File: config.mk
export PLATFORM = sky130hd
export DESIGN_NAME = wnr_ctrl
export DESIGN_NICKNAME = d
export VERILOG_FILES = /design/src/rtl/assert_macros.svh /design/src/rtl/wnr_pkg.sv /design/src/rtl/wnr_ctrl.sv
export SDC_FILE = /design/constraint.sdc
export NUM_CORES = 1
export LEC_CHECK = 0
export BUFFER_PORTS_ARGS = -buffer_cell sky130_fd_sc_hd__clkbuf_2
export CORE_AREA = 2 2 39 41
export CTS_BUF_LIST = sky130_fd_sc_hd__clkbuf_16
export CTS_CLUSTER_DIAMETER = 80
export CTS_CLUSTER_SIZE = 14
export DETAILED_ROUTE_END_ITERATION = 7
export DIE_AREA = 0 0 41 43
export GPL_ROUTABILITY_DRIVEN = 0
export PLACE_DENSITY = 0.75
export SLEW_MARGIN = 5
export SYNTH_ARGS = -nofsm -noshare
export SYNTH_HDL_FRONTEND = slang
export SYNTH_SLANG_ARGS = --single-unit
File: constraint.sdc
create_clock -name clk -period 1.9 [get_ports clk]
set_input_delay 0.095 -clock clk [delete_from_list [all_inputs] [get_ports clk]]
set_output_delay 0.095 -clock clk [all_outputs]
set_load 0.005 [all_outputs]
File: src/rtl/assert_macros.svh
// ----------------------------------------------------------------------------
// Assertion macros
// Shared concurrent assertion helpers for the RTL; empty under synthesis.
// ----------------------------------------------------------------------------
`ifndef ASSERT_MACROS_SVH
`define ASSERT_MACROS_SVH
`ifndef SYNTHESIS
`define WNR_ASSERT_HOLDS(lbl, expr) \
    lbl: assert property (@(posedge clk) disable iff (!rst_n) (expr)) \
    else $error("assertion failed")
`define WNR_ASSERT_NEXT(lbl, ante, cons) \
    lbl: assert property (@(posedge clk) disable iff (!rst_n) (ante) |=> (cons)) \
    else $error("assertion failed")
`else
`define WNR_ASSERT_HOLDS(lbl, expr)
`define WNR_ASSERT_NEXT(lbl, ante, cons)
`endif
`endif

File: src/rtl/wnr_pkg.sv
// ----------------------------------------------------------------------------
// wnr_pkg
// Widths, defaults and controller/datapath command types for the resampler.
// ----------------------------------------------------------------------------
package wnr_pkg;

    localparam int DISPLAY_POINTS_DEF = 595;
    localparam int MAX_SAMPLES_DEF    = 4096;

    localparam int SAMPLE_W = 16;
    localparam int LIMIT_W  = 10;
    localparam int INDEX_W  = 10;
    localparam int VALUE_W  = 11;
    localparam int PEAK_W   = 17;

    localparam logic [LIMIT_W-1:0] LIMIT_RESET = 10'd173;

    typedef enum logic [3:0] {
        OP_NONE,
        OP_LOAD,
        OP_MEAN_DIV,
        OP_MEAN_TAKE,
        OP_PEAK_ADDR,
        OP_PEAK_ACC,
        OP_PEAK_SET,
        OP_READ_LATCH,
        OP_SRC_MUL,
        OP_SRC_DIV,
        OP_SRC_TAKE,
        OP_SRC_ADDR,
        OP_SCALE_MUL,
        OP_SCALE_DIV,
        OP_SCALE_TAKE,
        OP_RESULT_ZERO
    } op_t;

    typedef struct packed {
        op_t  op;
        logic div_start;
    } dp_cmd_t;

    typedef struct packed {
        logic closed;
        logic count_zero;
        logic count_one;
        logic x_zero;
        logic peak_last;
        logic div_done;
    } dp_status_t;

endpackage

File: src/rtl/wnr_ctrl.sv
// ----------------------------------------------------------------------------
// wnr_ctrl
// Sequencer for sample loads, record close (mean, peak walk) and point reads.
// ----------------------------------------------------------------------------
module wnr_ctrl (
    input  logic                clk,
    input  logic                rst_n,
    input  logic                start,
    input  logic                cmd,
    input  logic                last,
    input  wnr_pkg::dp_status_t status,
    output logic                busy,
    output wnr_pkg::dp_cmd_t    dp_cmd
);

    typedef enum logic [3:0] {
        S_IDLE,
        S_MEAN_DIV,
        S_MEAN_WAIT,
        S_PEAK_ADDR,
        S_PEAK_ACC,
        S_PEAK_SET,
        S_DISPATCH,
        S_SRC_MUL,
        S_SRC_DIV,
        S_SRC_WAIT,
        S_SRC_ADDR,
        S_SCALE_MUL,
        S_SCALE_DIV,
        S_SCALE_WAIT
    } state_t;

    state_t        state_reg;
    state_t        state_next;
    logic          busy_reg;
    wnr_pkg::op_t  op;

    always_comb
    begin
        state_next = state_reg;
        op         = wnr_pkg::OP_NONE;
        case (state_reg)
            S_IDLE:
            begin
                if (start)
                begin
                    if (cmd)
                    begin
                        op         = wnr_pkg::OP_READ_LATCH;
                        state_next = S_DISPATCH;
                    end
                    else
                    begin
                        op = wnr_pkg::OP_LOAD;
                        if (last)
                        begin
                            state_next = S_MEAN_DIV;
                        end
                    end
                end
            end
            S_MEAN_DIV:
            begin
                op         = wnr_pkg::OP_MEAN_DIV;
                state_next = S_MEAN_WAIT;
            end
            S_MEAN_WAIT:
            begin
                if (status.div_done)
                begin
                    op         = wnr_pkg::OP_MEAN_TAKE;
                    state_next = S_PEAK_ADDR;
                end
            end
            S_PEAK_ADDR:
            begin
                op         = wnr_pkg::OP_PEAK_ADDR;
                state_next = S_PEAK_ACC;
            end
            S_PEAK_ACC:
            begin
                op         = wnr_pkg::OP_PEAK_ACC;
                state_next = status.peak_last ? S_PEAK_SET : S_PEAK_ADDR;
            end
            S_PEAK_SET:
            begin
                op         = wnr_pkg::OP_PEAK_SET;
                state_next = S_IDLE;
            end
            S_DISPATCH:
            begin
                // Open or empty records, and the off-zero points of a
                // one-sample record, answer with a zero point.
                if (!status.closed || status.count_zero)
                begin
                    op         = wnr_pkg::OP_RESULT_ZERO;
                    state_next = S_IDLE;
                end
                else if (status.count_one)
                begin
                    if (status.x_zero)
                    begin
                        state_next = S_SRC_ADDR;
                    end
                    else
                    begin
                        op         = wnr_pkg::OP_RESULT_ZERO;
                        state_next = S_IDLE;
                    end
                end
                else
                begin
                    state_next = S_SRC_MUL;
                end
            end
            S_SRC_MUL:
            begin
                op         = wnr_pkg::OP_SRC_MUL;
                state_next = S_SRC_DIV;
            end
            S_SRC_DIV:
            begin
                op         = wnr_pkg::OP_SRC_DIV;
                state_next = S_SRC_WAIT;
            end
            S_SRC_WAIT:
            begin
                op         = wnr_pkg::OP_SRC_TAKE;
                state_next = S_SRC_ADDR;
            end
            S_SRC_ADDR:
            begin
                op         = wnr_pkg::OP_SRC_ADDR;
                state_next = S_SCALE_MUL;
            end
            S_SCALE_MUL:
            begin
                op         = wnr_pkg::OP_SCALE_MUL;
                state_next = S_SCALE_DIV;
            end
            S_SCALE_DIV:
            begin
                op         = wnr_pkg::OP_SCALE_DIV;
                state_next = S_SCALE_WAIT;
            end
            S_SCALE_WAIT:
            begin
                if (status.div_done)
                begin
                    op         = wnr_pkg::OP_SCALE_TAKE;
                    state_next = S_IDLE;
                end
            end
            default:
            begin
                state_next = S_IDLE;
            end
        endcase
    end

    always_ff @(posedge clk or negedge rst_n)
    begin
        if (!rst_n)
        begin
            state_reg <= S_IDLE;
            busy_reg  <= 1'b0;
        end
        else
        begin
            state_reg <= state_next;
            busy_reg  <= (state_next != S_IDLE);
        end
    end

    assign busy             = busy_reg;
    assign dp_cmd.op        = op;
    assign dp_cmd.div_start = (op == wnr_pkg::OP_MEAN_DIV) || (op == wnr_pkg::OP_SCALE_DIV);

endmodule

==> key figures <==
STA
  • Worst Setup Slack, final: around 0.08 ns
  • Fmax: ~0.55 GHz
  • Slew Limit Headroom: about two thirds
  • Unrepaired setup endpoints after global routing: no
  • Finish-stage setup viols: 0
  • Clk_skew: about 0.00052 ns
  • Max Transition Viols Final: 0
  • Fin crit share: roughly 96%
  • Tmin final: roughly 1.8 ns
  • Final hold vios: 0
  • Slew @ Worst Pin: slightly above 0.5 ns
  • Total negative slack: 0 ns

Drt
  • Post-DR wirelength/cell: roughly 14 µm
  • Drt pass-1 iters: 4
  • Via density: 5.79
  • Residual DRC count: 0
  • Final ANT Viol Nets: 0
  • Initial DRC Count: 13
  • Final WL: about 1.4 mm
  • DR vias: between 500 and 600

Setup path
  • Crit-path cells: or3b_1, a2bb2oi_2, o311ai_1, or4b_1
  • CP Data Required Time: about 2 ns
  • Crit path max-delay cell type: dfrtp_1
  • Worst Setup SP: state_reg[2]$_DFF_PN0_
  • Worst R2R Start: state_reg[2]$_DFF_PN0_
  • Worst Path Arrival: 1.91 ns
  • Flop-to-flop setup slack: roughly 0.08 ns
  • Startpoint Class: register
  • Crit. End Element: register
  • Crit-path leading delay family: simple AND/OR/NAND/NOR gates
  • Crit Path Category: reg2reg
  • Buf/Inv on CP: 0
  • Worst-path fanout max: 18
  • Critical path's largest stage delay: 0.56 ns

Finish
  • Final cell count without fillers: slightly above 100
  • Final core area utilization: between 50% and 60%
  • Fin nets: 97
  • Largest register FFs: 4
  • Area Growth Syn to Fin: 31.8%
  • Share of layout cells above drive strength 1: between 20% and 30%
  • ANT cells: 0

Global route
  • Largest net degree at the start of global routing: 19
  • First-pass GRT wire length: between 2 and 2.5 mm
  • Initial antenna violation count: 0
  • GRT Total Usage: a little under a fifth
  • Busiest grt layer: met2
  • Vias in the first global route: around 530
  • GR Layer Usage met1: about a quarter
  • GRT overflow: 0
  • Met2 usage: 28.4%
  • GR Layer Usage met3: 1.57%

Clocking
  • CTS Buf Count: 3
  • Clock transition at the registers of the reported paths: 0.03 ns
  • H-tree levels: 1
  • Clk sinks: 5
  • CTS tree: yes
  • Max Root-Sink Buffers: 2
  • Root buffer cell: clkbuf_16
  • Clk Latency, worst-skew pair: roughly 0.23 ns

Yosys
  • FFs w/ async S/R, synth: 100%
  • Yosys top cell area share: a little under a quarter
  • Top cells by area, synth: dfrtp_1 24%, a21oi_1 5.7%, a31oi_1 4.8%
  • Commonest cells in the synthesized netlist: 6 x a21oi_1, 6 x nand2_1, 5 x buf_2, 5 x dfrtp_1, 5 x o21ai_0
  • Post-synthesis adder-cell area fraction: 0%
  • Simple-Gate Fraction of Synth Area: 28.7%
  • Synth Area per Inst: between 7 and 8 µm²
  • Yosys top cell by area: dfrtp_1
  • Synth Instances: 69
  • Xor and xnor fraction of the mapped netlist area: 0%
  • Yosys Warn Count: 0
  • Compound-Gate Fraction of Synth Area: a little under two fifths
  • Post-synthesis mux area share: 0%
  • Synthesized flop and latch total: 5
  • Netlist Area Pre-Place: 527 µm²
  • Predominant post-synthesis flop cell: dfrtp_1
  • Distinct cell type count after synthesis: 36
  • Net Count, Synth: 80
  • Number of flops mapped to enable cells by yosys: 0
  • Register area share after synthesis: 23.8%
  • Main combinational cell family by area after synthesis: compound AO/OA/AOI/OAI gates

Power
  • Peak supply drop: roughly 0.67 mV
  • Pwr dens: ~1700 nW/µm²
  • Leak: between 0.3 and 0.4 nW
  • Total power: around 1.2 mW

Floorplanning
  • Core ar.: roughly 1400 µm²
  • Site Rows: 14
  • Chip height: 43 µm
  • Die Area: about 1800 µm²
  • DIE WIDTH: a little over 40 µm
  • IO Count: 17
  • Initial Util: between 30% and 40%

Placement
  • Placed insts: 96
  • Post-Place Setup Slack: 0.0914 ns
  • IO Port Bufs: 16
  • Post-DP HPWL: roughly 950 µm

Worst hold path
  • Worst min path class: in2async

Run
  • Max-Cap Viols: 0

Outcome
  • Status: complete, no violations
## logic make-up after synthesis
kind of cell	after synthesis
compound gates	28
buf+inv	11
flops	5
simple gates	25
## stage by stage
stage                     hold WS (ns)  cell area [µm²]
after detailed placement       -0.0797              606
after floorplan                 -0.201              527
final                            0.231              694
after CTS                        0.227              694
after global placement         -0.0851              606
after global routing             0.253              694
## metal layers
| metal | up-vias | share of wire, % |
|---|---|---|
| li1 | 296 | - |
| met1 | 276 | 45 |
| met2 | 13 | 52 |
| met3 | 0 | 2.4 |
| met4 | 0 | 0 |
| met5 | - | 0 |
## layout by cell type (no fill, tap or decap), types with 2 or more instances in the layout
cell type   n
nor2_1      2
a31oi_1     4
nor2b_1     2
clkbuf_2   16
nand3_1     3
a21oi_1     6
a211oi_1    2
nand2_1     6
o21ai_0     5
dfrtp_1     5
inv_1       4
buf_4       3
clkbuf_16   3
nor3_1      2
## final timing paths
| path | to | depth (start not counted) |
|---|---|---|
| setup / recovery | busy$_DFF_PN0_ | 4 |
| hold / removal | busy$_DFF_PN0_ | 2 |
| setup reg to reg | busy$_DFF_PN0_ | 4 |
| hold reg to reg | state_reg[3]$_DFF_PN0_ | 3 |
| max in group asynchronous | state_reg[1]$_DFF_PN0_ | 2 |
| min in group clk | state_reg[3]$_DFF_PN0_ | 3 |
## what timing repair did
action                                 in CTS  in global routing
hold buffers                                1                  0
buffers inserted                            0                  0
resized for setup                           0                  0
endpoints found under the hold margin       5                  0
## power by group
| part | switching, mW | total, mW | internal [mW] |
|---|---|---|---|
| clock | 0.0673 | 0.340 | 0.272 |
| sequential | 0.107 | 0.261 | 0.154 |
| combinational | 0.288 | 0.568 | 0.279 |
| total | 0.463 | 1.17 | 0.706 |
## layout make-up
| cell class | count | area, µm² |
|---|---|---|
| tap | 16 | 20.0 |
| fill | 137 | 689 |
| multi-input combinational | 53 | 347 |
| sequential | 5 | 125 |
| clock buffer | 3 | 75.1 |
| clock inverter | 1 | 3.75 |
| timing repair buffer | 20 | 113 |
| inverter | 3 | 11.3 |
Note: power is estimated with default switching activity, not from simulation.
